File: src/hw/rtl/dfm_pkg.sv
// dfm_pkg: shared types, sizes and frame constants for the dmx fixture mapper framer
`default_nettype none
package dfm_pkg;

  // universe and frame geometry
  localparam int UNIVERSE_SIZE = 512;
  localparam int SLOT_W        = $clog2(UNIVERSE_SIZE);
  localparam int HEAD_LEN      = 5;
  localparam int FRAME_LEN     = HEAD_LEN + UNIVERSE_SIZE + 1;
  localparam int POS_W         = $clog2(FRAME_LEN);
  localparam int SUM_W         = 11;
  localparam int NUM_CH        = 6;
  localparam int CH_W          = 3;

  // label-6 frame bytes
  localparam logic [7:0]  SOM_BYTE   = 8'h7E;
  localparam logic [7:0]  LABEL_BYTE = 8'h06;
  localparam logic [7:0]  START_CODE = 8'h00;
  localparam logic [7:0]  EOM_BYTE   = 8'hE7;
  localparam logic [15:0] DATA_LEN   = 16'(UNIVERSE_SIZE + 1);

  // command codes of an input word
  localparam logic CMD_SET  = 1'b0;
  localparam logic CMD_TICK = 1'b1;

  // channel indexes in write order
  localparam logic [CH_W-1:0] CH_BRI   = 3'd0;
  localparam logic [CH_W-1:0] CH_RED   = 3'd1;
  localparam logic [CH_W-1:0] CH_GREEN = 3'd2;
  localparam logic [CH_W-1:0] CH_BLUE  = 3'd3;
  localparam logic [CH_W-1:0] CH_WHITE = 3'd4;
  localparam logic [CH_W-1:0] CH_W2    = 3'd5;

  typedef struct packed {
    logic        cmd;
    logic [9:0]  base_address;
    logic [7:0]  brightness;
    logic [7:0]  red;
    logic [7:0]  green;
    logic [7:0]  blue;
    logic [7:0]  white;
    logic [7:0]  white_two;
    logic [29:0] slot_map;
  } in_word_t;

  typedef struct packed {
    logic [7:0] frame_byte;
    logic       frame_last;
  } out_word_t;

  typedef enum logic [2:0] {
    ST_CLEAR,
    ST_IDLE,
    ST_SET,
    ST_FLUSH,
    ST_TICK_RD,
    ST_TICK_OUT
  } state_t;

  // controller to datapath commands
  typedef struct packed {
    logic            load;
    logic            clear;
    logic            calc;
    logic [CH_W-1:0] ch;
    logic            rd;
    logic            emit;
  } dp_cmd_t;

  // datapath to controller status
  typedef struct packed {
    logic clear_last;
  } dp_stat_t;

  // header byte at a frame position below HEAD_LEN
  function automatic logic [7:0] head_byte(input logic [POS_W-1:0] pos);
    logic [7:0] b;
    b = START_CODE;
    if (pos == POS_W'(0)) b = SOM_BYTE;
    else if (pos == POS_W'(1)) b = LABEL_BYTE;
    else if (pos == POS_W'(2)) b = DATA_LEN[7:0];
    else if (pos == POS_W'(3)) b = DATA_LEN[15:8];
    return b;
  endfunction

endpackage
`default_nettype wire

File: src/hw/rtl/dfm_ctrl.sv
// dfm_ctrl: controller state machine sequencing clear, set and tick work
`default_nettype none
module dfm_ctrl (
  input  wire logic                    clk,
  input  wire logic                    rst_n,
  input  wire logic                    start,
  input  wire logic                    in_cmd,
  input  wire dfm_pkg::dp_stat_t       stat,
  output logic                         busy,
  output dfm_pkg::dp_cmd_t             cmd
);

  dfm_pkg::state_t               state_r, state_nxt;
  logic [dfm_pkg::CH_W-1:0]      ch_r, ch_nxt;

  // state and channel registers
  always_ff @(posedge clk) begin
    if (!rst_n) begin
      state_r <= dfm_pkg::ST_CLEAR;
      ch_r    <= '0;
    end else begin
      state_r <= state_nxt;
      ch_r    <= ch_nxt;
    end
  end

  // next state
  always_comb begin
    state_nxt = state_r;
    ch_nxt    = ch_r;
    case (state_r)
      dfm_pkg::ST_CLEAR: begin
        if (stat.clear_last) state_nxt = dfm_pkg::ST_IDLE;
      end
      dfm_pkg::ST_IDLE: begin
        ch_nxt = '0;
        if (start) begin
          if (in_cmd == dfm_pkg::CMD_TICK) state_nxt = dfm_pkg::ST_TICK_RD;
          else state_nxt = dfm_pkg::ST_SET;
        end
      end
      dfm_pkg::ST_SET: begin
        ch_nxt = ch_r + 1'b1;
        if (ch_r == dfm_pkg::CH_W2) state_nxt = dfm_pkg::ST_FLUSH;
      end
      dfm_pkg::ST_FLUSH:    state_nxt = dfm_pkg::ST_IDLE;
      dfm_pkg::ST_TICK_RD:  state_nxt = dfm_pkg::ST_TICK_OUT;
      dfm_pkg::ST_TICK_OUT: state_nxt = dfm_pkg::ST_IDLE;
      default:              state_nxt = dfm_pkg::ST_IDLE;
    endcase
  end

  // outputs
  always_comb begin
    busy      = 1'b1;
    cmd       = '0;
    cmd.ch    = ch_r;
    case (state_r)
      dfm_pkg::ST_CLEAR:    cmd.clear = 1'b1;
      dfm_pkg::ST_IDLE: begin
        busy     = 1'b0;
        cmd.load = start;
      end
      dfm_pkg::ST_SET:      cmd.calc = 1'b1;
      dfm_pkg::ST_FLUSH:    cmd.calc = 1'b0;
      dfm_pkg::ST_TICK_RD:  cmd.rd   = 1'b1;
      dfm_pkg::ST_TICK_OUT: cmd.emit = 1'b1;
      default:              busy     = 1'b1;
    endcase
  end

endmodule
`default_nettype wire

File: src/hw/rtl/dfm_datapath.sv
// dfm_datapath: universe memory, clearing sweep, channel scaling and frame counter
`default_nettype none
module dfm_datapath (
  input  wire logic                    clk,
  input  wire logic                    rst_n,
  input  wire dfm_pkg::in_word_t       in_data,
  input  wire dfm_pkg::dp_cmd_t        cmd,
  output dfm_pkg::dp_stat_t            stat,
  output logic                         out_valid,
  output dfm_pkg::out_word_t           out_data
);

  logic [7:0]                   mem [dfm_pkg::UNIVERSE_SIZE];
  dfm_pkg::in_word_t            item_r;
  logic [dfm_pkg::SLOT_W-1:0]   clr_addr_r, clr_addr_nxt;
  logic                         wr_en_r, wr_en_nxt;
  logic [dfm_pkg::SLOT_W-1:0]   wr_addr_r;
  logic [7:0]                   wr_data_r, wr_data_nxt;
  logic [dfm_pkg::SLOT_W-1:0]   wr_addr_nxt;
  logic [7:0]                   rd_data_r;
  logic [dfm_pkg::POS_W-1:0]    pos_r, pos_nxt;
  logic [dfm_pkg::POS_W-1:0]    rd_pos;
  logic [4:0]                   off;
  logic [7:0]                   colour;
  logic [15:0]                  prod;
  logic [16:0]                  quot_sum;
  logic [dfm_pkg::SUM_W-1:0]    slot_sum;
  logic [dfm_pkg::SUM_W-1:0]    slot_idx;
  logic                         slot_ok;
  logic                         is_last;

  // capture the accepted word
  always_ff @(posedge clk) begin
    if (cmd.load) item_r <= in_data;
  end

  // clearing sweep address
  assign stat.clear_last = (clr_addr_r == dfm_pkg::SLOT_W'(dfm_pkg::UNIVERSE_SIZE - 1));
  assign clr_addr_nxt    = stat.clear_last ? '0 : clr_addr_r + 1'b1;

  always_ff @(posedge clk) begin
    if (!rst_n) clr_addr_r <= '0;
    else if (cmd.clear) clr_addr_r <= clr_addr_nxt;
  end

  // channel offset and raw value for this step
  always_comb begin
    off    = item_r.slot_map[4:0];
    colour = item_r.brightness;
    case (cmd.ch)
      dfm_pkg::CH_BRI: begin
        off    = item_r.slot_map[4:0];
        colour = item_r.brightness;
      end
      dfm_pkg::CH_RED: begin
        off    = item_r.slot_map[9:5];
        colour = item_r.red;
      end
      dfm_pkg::CH_GREEN: begin
        off    = item_r.slot_map[14:10];
        colour = item_r.green;
      end
      dfm_pkg::CH_BLUE: begin
        off    = item_r.slot_map[19:15];
        colour = item_r.blue;
      end
      dfm_pkg::CH_WHITE: begin
        off    = item_r.slot_map[24:20];
        colour = item_r.white;
      end
      dfm_pkg::CH_W2: begin
        off    = item_r.slot_map[29:25];
        colour = item_r.white_two;
      end
      default: begin
        off    = '0;
        colour = '0;
      end
    endcase
  end

  // colour times brightness over 255, exact for 16-bit products
  assign prod     = colour * item_r.brightness;
  assign quot_sum = {1'b0, prod} + 17'd1 + {9'd0, prod[15:8]};

  always_comb begin
    if (cmd.ch == dfm_pkg::CH_BRI || item_r.slot_map[4:0] != 5'd0) wr_data_nxt = colour;
    else wr_data_nxt = quot_sum[15:8];
  end

  // target slot and range check
  assign slot_sum    = {1'b0, item_r.base_address} + dfm_pkg::SUM_W'(off);
  assign slot_idx    = slot_sum - dfm_pkg::SUM_W'(2);
  assign slot_ok     = (off != 5'd0) && (slot_sum >= dfm_pkg::SUM_W'(2)) &&
                       (slot_idx < dfm_pkg::SUM_W'(dfm_pkg::UNIVERSE_SIZE));
  assign wr_addr_nxt = slot_idx[dfm_pkg::SLOT_W-1:0];
  assign wr_en_nxt   = cmd.calc && slot_ok;

  // write stage registers
  always_ff @(posedge clk) begin
    if (!rst_n) wr_en_r <= 1'b0;
    else wr_en_r <= wr_en_nxt;
  end

  always_ff @(posedge clk) begin
    wr_addr_r <= wr_addr_nxt;
    wr_data_r <= wr_data_nxt;
  end

  // universe memory, one write and one registered read port
  assign rd_pos = pos_r - dfm_pkg::POS_W'(dfm_pkg::HEAD_LEN);

  always_ff @(posedge clk) begin
    if (cmd.clear) mem[clr_addr_r] <= 8'd0;
    else if (wr_en_r) mem[wr_addr_r] <= wr_data_r;
    if (cmd.rd) rd_data_r <= mem[rd_pos[dfm_pkg::SLOT_W-1:0]];
  end

  // frame position
  assign is_last = (pos_r == dfm_pkg::POS_W'(dfm_pkg::FRAME_LEN - 1));
  assign pos_nxt = is_last ? '0 : pos_r + 1'b1;

  always_ff @(posedge clk) begin
    if (!rst_n) pos_r <= '0;
    else if (cmd.emit) pos_r <= pos_nxt;
  end

  // outgoing frame word
  always_comb begin
    out_valid           = cmd.emit;
    out_data.frame_last = is_last;
    if (pos_r < dfm_pkg::POS_W'(dfm_pkg::HEAD_LEN))
      out_data.frame_byte = dfm_pkg::head_byte(pos_r);
    else if (is_last)
      out_data.frame_byte = dfm_pkg::EOM_BYTE;
    else
      out_data.frame_byte = rd_data_r;
  end

endmodule
`default_nettype wire

File: src/hw/rtl/dmx_fixture_mapper_framer.sv
// dmx_fixture_mapper_framer: top level joining the controller and the datapath
//
//  channel | ports                         | handshake
//  --------+-------------------------------+----------------------------------
//  input   | start, busy, in_data          | word taken when start & !busy
//  result  | out_valid, out_data           | one-cycle strobe, never stalled
//
// A set word runs through the accepting step, six channel steps through
// the one write port of the universe memory and a write-back step.
// A tick word is accepted, then a registered memory read, then the strobe.
// After reset a clearing pass zeroes the memory one slot a cycle, so busy
// stays high after reset until all UNIVERSE_SIZE (512) slots are cleared.
// The receiver cannot stall; each frame byte is shown for one cycle only.
`default_nettype none
module dmx_fixture_mapper_framer (
  input  wire logic                clk,
  input  wire logic                rst_n,
  input  wire logic                start,
  output logic                     busy,
  input  wire dfm_pkg::in_word_t   in_data,
  output logic                     out_valid,
  output dfm_pkg::out_word_t       out_data
);

  dfm_pkg::dp_cmd_t  cmd;
  dfm_pkg::dp_stat_t stat;

  // sequencing
  dfm_ctrl u_ctrl (
    .clk    (clk),
    .rst_n  (rst_n),
    .start  (start),
    .in_cmd (in_data.cmd),
    .stat   (stat),
    .busy   (busy),
    .cmd    (cmd)
  );

  // storage and arithmetic
  dfm_datapath u_datapath (
    .clk       (clk),
    .rst_n     (rst_n),
    .in_data   (in_data),
    .cmd       (cmd),
    .stat      (stat),
    .out_valid (out_valid),
    .out_data  (out_data)
  );

endmodule
`default_nettype wire

File: config.mk
export PLATFORM = sky130hd
export DESIGN_NAME = dmx_fixture_mapper_framer
export DESIGN_NICKNAME = d
export VERILOG_FILES = /design/src/hw/rtl/dfm_pkg.sv /design/src/hw/rtl/dfm_ctrl.sv /design/src/hw/rtl/dfm_datapath.sv /design/src/hw/rtl/dmx_fixture_mapper_framer.sv
export SDC_FILE = /design/constraint.sdc
export NUM_CORES = 2
export LEC_CHECK = 0
export ABC_CLOCK_PERIOD_IN_PS = 11080
export BUFFER_PORTS_ARGS = -buffer_cell sky130_fd_sc_hd__clkbuf_2
export CORE_AREA = 2 2 695 697
export CTS_CLUSTER_DIAMETER = 60
export DETAILED_ROUTE_END_ITERATION = 7
export DIE_AREA = 0 0 697 699
export PLACE_DENSITY = 0.56
export SYNTH_ARGS = -nofsm -noshare
export SYNTH_HDL_FRONTEND = slang
export SYNTH_SLANG_ARGS = --single-unit
File: constraint.sdc
create_clock -name clk -period 11.08 [get_ports clk]
set_input_delay 0.554 -clock clk [delete_from_list [all_inputs] [get_ports clk]]
set_output_delay 0.554 -clock clk [all_outputs]
set_load 0.005 [all_outputs]
# After elaboration in Yosys (flattened, before gate mapping)
# Memories as Yosys holds them, arrays and structs flattened. A register that Yosys moved wholly into a read port is not among the register bits.
# Cells that the tools add are included.
[word_totals] reg_bits=131 ram_bits=4096 in_bits=92 out_inout_bits=11 word_cells=88 memories=1
[classes] n_addsub=8 n_mul=1 order_cmp=3 n_eq_ne=17 n_mux=31 n_reduce_logical=12
[mem_list] memory="u_datapath.mem" words=512 word_bits=8 read_ports=1 rd_ports_with_merged_regs=1 write_ports=1 line_no="dfm_datapath.sv:13" rtl="logic [7:0] mem [dfm_pkg::UNIVERSE_SIZE];"
[ops] op="8-bit two-way mux" n=7
[ops] op="8-bit one-hot mux with 6 select lines" n=1
[ops] op="5-bit one-hot mux with 6 select lines" n=1
[ops] op="10-bit by 2-bit == test with 1-bit output, second input constant" n=2
[ops] op="9-bit two-way mux" n=2
[ops] op="16-bit by 1-bit adder with 16-bit output, second input constant" n=1
[ops] op="16-bit by 8-bit adder with 16-bit output" n=1
[ops] op="8-bit by 8-bit multiplier with 16-bit output" n=1
[ops] op="3-bit == test, second input constant" n=4
[ops] op="1-bit two-way mux" n=12
[ops] op="3-bit two-way mux" n=4
[ops] op="3-bit one-hot mux with 4 select lines" n=1
[ops] op="10-bit by 5-bit adder with 11-bit output" n=1
[ops] op="11-bit by 2-bit >= comparator with 1-bit output, second input constant" n=1
[ops] op="11-bit by 10-bit < comparator with 1-bit output, second input constant" n=1
[ops] op="11-bit by 2-bit subtractor with 11-bit output, second input constant" n=1
[ops] op="10-bit by 1-bit adder with 10-bit output, second input constant" n=1
[ops] op="10-bit by 1-bit == test with 1-bit output, second input constant" n=1
[ops] op="10-bit == test, second input constant" n=1
[ops] op="10-bit logical NOT" n=1
[ops] op="10-bit by 3-bit < comparator with 1-bit output, second input constant" n=1
[ops] op="10-bit two-way mux" n=1
[ops] op="5-bit nonzero test" n=2
[ops] op="9-bit by 1-bit adder with 9-bit output, second input constant" n=1
[ops] op="other kinds (15)" n=22

# Logic depth before layout (Yosys ltp)
[logic_depth] ltp_word=7 mapped_depth=36 mapped_depth_nobuf=33

# Hierarchy
# A second synthesis with hierarchy kept.
[hier_totals] hier_cells=8004 area_unflattened_um2=167151.6
[modules_own_cells] module="dfm_datapath" instances=1 cells_each=7960 area_each_um2=166762.4 seq_area_each_um2=126621.4
[modules_own_cells] module="dfm_ctrl" instances=1 cells_each=44 area_each_um2=389.1 seq_area_each_um2=120.1

# Worst setup path before layout
# Ideal clock, no wire load.
[synth_timing] path_type="register -> register" start="register u_ctrl.state_r[1]" end="memory u_datapath.mem[0][0], data pin" setup_ps=1547 t_arrival_ps=7785 required_ps=9533 setup_slack_ps=1748 path_stages_with_launch=6 path_buffers=3 synth_period_minus_slack_ps=9332 cell_sequence="dfxtp_1 > clkbuf_1 > or3_1 > clkbuf_1 > clkbuf_1 > and3_1"
[synth_between] elab_chain_len=6
[synth_rtl] item="from (decl)" line_no="dfm_ctrl.sv:13" rtl="dfm_pkg::state_t state_r, state_nxt;"
[synth_rtl] item="from (signal assigned)" line_no="dfm_ctrl.sv:19" rtl="state_r <= dfm_pkg::ST_CLEAR;"
[synth_rtl] item="from (signal assigned)" line_no="dfm_ctrl.sv:22" rtl="state_r <= state_nxt;"
[synth_rtl] item="3-bit logical NOT" line_no="dfm_ctrl.sv:58" rtl="case (state_r)"
[synth_rtl] item="1-bit two-way mux" line_no="dfm_ctrl.sv:58"
[synth_rtl] item="1-bit two-way mux" line_no="dfm_datapath.sv:114" rtl="if (cmd.clear) mem[clr_addr_r] <= 8'd0;"
[synth_rtl] item="1-bit two-way mux (implied by the code)" line_no="dfm_datapath.sv:115" rtl="else if (wr_en_r) mem[wr_addr_r] <= wr_data_r;"
[synth_rtl] item="8-bit OR reduction (no line)"
[synth_rtl] item="8-bit two-way mux (no line)"
[synth_rtl] item="to (decl)" line_no="dfm_datapath.sv:13"
# No other way between the ends.

# Worst setup path in the final report
[layout_timing] start="register u_ctrl.ch_r[1] in the netlist's numbering" end="register u_datapath.wr_data_r[5]"
[layout_between] elab_chain_len=6 elab_cells_between_ends=12 classes_between="add/sub (2); mul (1); eq/ne (5); mux (2); reduce/logical (2)"
[layout_rtl] item="from (decl)" line_no="dfm_ctrl.sv:14" rtl="logic [dfm_pkg::CH_W-1:0] ch_r, ch_nxt;"
[layout_rtl] item="from (signal assigned)" line_no="dfm_ctrl.sv:23" rtl="ch_r <= ch_nxt;"
[layout_rtl] item="3-bit == test, or another cell as far along" line_no="dfm_datapath.sv:50" rtl="case (cmd.ch)"
[layout_rtl] item="8-bit one-hot mux with 6 select lines" line_no="dfm_datapath.sv:50"
[layout_rtl] item="8-bit by 8-bit multiplier with 16-bit output" line_no="dfm_datapath.sv:83" rtl="assign prod = colour * item_r.brightness;"
[layout_rtl] item="16-bit by 1-bit adder with 16-bit output" line_no="dfm_datapath.sv:84" rtl="assign quot_sum = {1'b0, prod} + 17'd1 + {9'd0, prod[15:8]};"
[layout_rtl] item="16-bit by 8-bit adder with 16-bit output" line_no="dfm_datapath.sv:84"
[layout_rtl] item="8-bit two-way mux (*)" line_no="dfm_datapath.sv:87" rtl="if (cmd.ch == dfm_pkg::CH_BRI || item_r.slot_map[4:0] != 5'd0) wr_data_nxt = colour;"
[layout_rtl] item="net u_datapath.wr_data_nxt[5]" line_no="dfm_datapath.sv:18" rtl="logic [7:0] wr_data_r, wr_data_nxt;"
[layout_rtl] item="to (signal assigned)" line_no="dfm_datapath.sv:107" rtl="wr_data_r <= wr_data_nxt;"
[layout_rtl] item="to (decl)" line_no="dfm_datapath.sv:18"
# The timed path passes the listed nets; every way through them passes the cells marked *.
# A chain may end at the register's enable or synchronous reset.

==> results.py <==
metrics = {
    "synth": {
        "synth_compound_gate_area_share": 0.0138,
        "ys_types": 74,
        "synth_cells": 8322,
        "mappedNetlistArea_sq_um": 168000,
        "ys_warn_count": 0,
        "synth-xor-area-share": 0.00212,
        "synthMuxAreaShare": 0.155,
        "ys_ff_latch": 4235,
        "async_reset_ff_frac": 0,
        "syn_nets": 8513,
        "yosys.area_share.adder": 0.00905,
        "synth_edf_count": 4192,
        "synth_top_family_by_area": "multiplexers",
        "synth_simple_gate_area_share": 0.0484,
        "syn_avg_cell_area_sq_um": 20.1,
        "synthFlopType": "edfxtp_1",
        "seq_area_frac_synth": 0.757,
    },
    "global_routing": {
        "antenna_found_initial": 24,
        "grt_pass1_vias": 85600,
        "track_usage": 0.175,
        "grt_start_max_net_pins": 201,
        "grt_overflow": 0,
        "grt_pass1_wl_mm": 628,
    },
    "finish": {
        "nets": 8786,
        "area_growth_pct": 13.6,
        "layout_common_cells": "edfxtp_1, mux4_2, nand2_1",
        "drive_gt1_frac": 0.228,
        "final_common_cell": "edfxtp_1",
        "post-route-util": 0.396,
        "instances_no_fill": 15400,
    },
    "sta": {
        "fin_crit_ns": 8.54,
        "relSlewSlack": 0.0693,
        "skew_ns": 0.0556,
        "setup_viol": 0,
        "rsz0062_at_grt": "false",
        "max_freq_mhz": 117,
        "tightest_slew_ns": 1.40,
        "drv_slew": 0,
        "finalSetupTns_ns": 0,
        "fin_crit_sh": 0.771,
        "hold_viol_final": 0,
    },
    "hold_path": {
        "min_path_type": "in -> reg",
    },
    "detailed_routing": {
        "final_antenna_net_count": 0,
        "drc": 0,
        "drt-initial-drc-count": 9090,
        "drt_pre_antenna_iters": 5,
        "via_per_inst": 5.40,
        "wire_per_inst_microns": 28.4,
        "wirelength_mm": 437,
        "num_vias": 83100,
    },
    "power": {
        "p_per_area_nw_per_um2": 167,
        "switchingPower_uw": 6340,
        "power_frac_seq": 0.546,
        "power.leakage_uw": 0.0479,
        "netSwitchingFraction": 0.199,
        "peakVddDrop_mv": 0.138,
        "clock_power_share": 0.449,
        "p_comb_frac": 0.005,
        "internal_power_uw": 25500,
    },
    "die": {
        "rows": 255,
        "die-width_microns": 697,
        "dieArea_sq_um": 487000,
        "start_util": 0.349,
        "boundaryPins": 103,
        "die_h_microns": 699,
        "core_area_sq_um": 480000,
    },
    "placement": {
        "numPlacedInstances": 14500,
        "io_buffers": 102,
        "place_congestion": 0.822,
        "dpl.hpwl_mm": 253,
    },
    "clock_network": {
        "cts_tree": "built",
        "cts_root_buf": "clkbuf_16",
        "cts_buffers": 434,
        "cts_buffer_depth": 4,
        "clk_pin_slew_ns": 0.07,
        "htreeDepth": 5,
        "clock_sinks": 4235,
        "insertion_delay_ns": 0.99,
        "post_cts_resized": 0,
    },
    "worst_setup_path": {
        "r2r_end": "u_datapath.wr_data_r[5]",
        "worst-r2r-cell-count": 27,
        "crit_end": "u_datapath.wr_data_r[5]",
        "r2r_start": "u_ctrl.ch_r[1]",
        "arrival_ns": 9.44,
        "worstSetupStartpointType": "register",
        "crit_type": "reg -> reg",
        "crit_required_ns": 11.98,
        "end_kind": "register",
        "startpoint": "u_ctrl.ch_r[1]",
        "rrSetupSlack_ns": 2.54,
        "cp_max_fo": 18,
    },
    "outcome": {
        "outcome": "finished, final reports clean",
    },
    "flow_run": {
        "max-cap-violations": 0,
    },
}
==> timing repair <==
action	CTS	global route
hold endpoints to repair	91	0
hold buffers	91	0
setup buffers	0	0
==> cell families after synthesis <==
group / Yosys count
fa+ha+maj: 99
compound gates: 339
flops: 4235
mux: 1168
buf+inv: 571
xor+xnor: 39
simple gates: 1871
==> layout make-up <==
type / count / area (sq um)
Clock inverter: 269 / 2460
Clock buffer: 530 / 11400
Multi-Input combinational cell: 3516 / 38600
Sequential cell: 4235 / 127000
Inverter: 80 / 300
Antenna cell: 6 / 15.0
Timing Repair Buffer: 328 / 2760
Fill cell: 42400 / 290000
Tap cell: 6425 / 8040
==> power groups by stage <==
stage               clock network [uW]  logic (uW)  registers (uW)
floorplan                            0        31.5           17700
global placement                     0         133           17700
detailed placement                   0         134           17700
CTS                              14500         159           17400
global route                     15100         163           17300
finish                           14300         161           17400
==> per-stage QoR <==
stage          power [uW]  hold slack (ns)  setup WS [ns]  instance area, sq um
3_5_place_dp        17800            0.515           2.75                176000
6_report            31800            0.198           2.54                190000
3_3_place_gp        17800            0.507           2.85                176000
2_1_floorplan       17700            0.450           1.75                168000
5_1_grt             32600            0.154           2.10                190000
4_1_cts             32000            0.124           2.68                190000
==> flip-flops by register name, indices dropped and copies added, names as in the netlist <==
| register | flops |
|---|---|
| u_datapath.mem | 4096 |
| u_datapath.item_r | 88 |
| u_datapath.pos_r | 10 |
| u_datapath.clr_addr_r | 9 |
| u_datapath.wr_addr_r | 9 |
| u_datapath.rd_data_r | 8 |
| u_datapath.wr_data_r | 8 |
| u_ctrl.ch_r | 3 |
| u_ctrl.state_r | 3 |
| u_datapath.wr_en_r | 1 |
==> synth_stat cells, types with 8 or more instances <==
| master | instances | area, sq um |
|---|---|---|
| dfxtp_1 | 43 | 861 |
| nor2b_1 | 16 | 100 |
| o21ai_0 | 33 | 165 |
| mux4_2 | 1142 | 25700 |
| a22oi_1 | 26 | 195 |
| nand3_1 | 297 | 1490 |
| fa_1 | 37 | 741 |
| and2_1 | 49 | 307 |
| o22ai_1 | 18 | 113 |
| a21oi_1 | 74 | 370 |
| edfxtp_1 | 4192 | 126000 |
| and3_1 | 71 | 444 |
| buf_2 | 138 | 691 |
| nor4_1 | 8 | 50.1 |
| nand4_1 | 21 | 131 |
| or4_1 | 9 | 67.6 |
| a21o_1 | 11 | 82.6 |
| a41oi_1 | 21 | 184 |
| buf_4 | 45 | 338 |
| a31oi_1 | 54 | 338 |
| mux2i_1 | 22 | 220 |
| xor2_1 | 19 | 166 |
| a32oi_1 | 11 | 96.3 |
| a222oi_1 | 10 | 100 |
| o211ai_1 | 11 | 82.6 |
| a211oi_1 | 8 | 60.1 |
| xnor2_1 | 19 | 166 |
| or3_1 | 13 | 81.3 |
| nand2b_1 | 14 | 87.6 |
| nand2_1 | 721 | 2710 |
| nor2_1 | 582 | 2180 |
| buf_1 | 40 | 150 |
| nand3b_1 | 13 | 97.6 |
| inv_1 | 79 | 297 |
| clkbuf_1 | 265 | 995 |
| o21a_1 | 12 | 90.1 |
| nor3_1 | 33 | 165 |
| ha_1 | 62 | 776 |
==> layer usage <==
metal	part of all wire	global-route usage
met1	0.41	0.241
met2	0.49	0.288
met3	0.069	0.0280
met4	0.031	0.0529
met5	0.000050	0
==> worst max-delay path: stages, from the launching register on <==
cell	delay (ns)
dfxtp_1	0.46
inv_1	0.28
ha_1	0.68
and2_1	0.52
a221oi_1	0.17
o22ai_1	0.65
nand2_1	0.18
fa_1	0.53
fa_1	0.49
inv_1	0.05
fa_1	0.47
inv_1	0.05
fa_1	0.47
inv_1	0.04
ha_1	0.39
and3_1	0.21
a21oi_1	0.28
a31oi_1	0.18
nand2b_1	0.18
xor2_1	0.41
ha_1	0.21
nand2_1	0.07
a2111oi_0	0.35
a311o_1	0.25
o22a_1	0.18
o21ai_0	0.19
or4_1	0.44
nand3_1	0.10
==> worst min-delay path by stage <==
stage	from	end	cells after the start
2_1_floorplan	u_datapath.item_r[78]	u_datapath.wr_addr_r[0]	1
3_3_place_gp	u_datapath.clr_addr_r[7]	u_datapath.clr_addr_r[7]	2
3_5_place_dp	u_datapath.item_r[78]	u_datapath.wr_addr_r[0]	1
4_1_cts	rst_n	u_ctrl.state_r[0]	3
5_1_grt	rst_n	u_ctrl.ch_r[1]	2
6_report	rst_n	u_ctrl.state_r[0]	3
No activity file was read; power rests on OpenSTA's default activity.
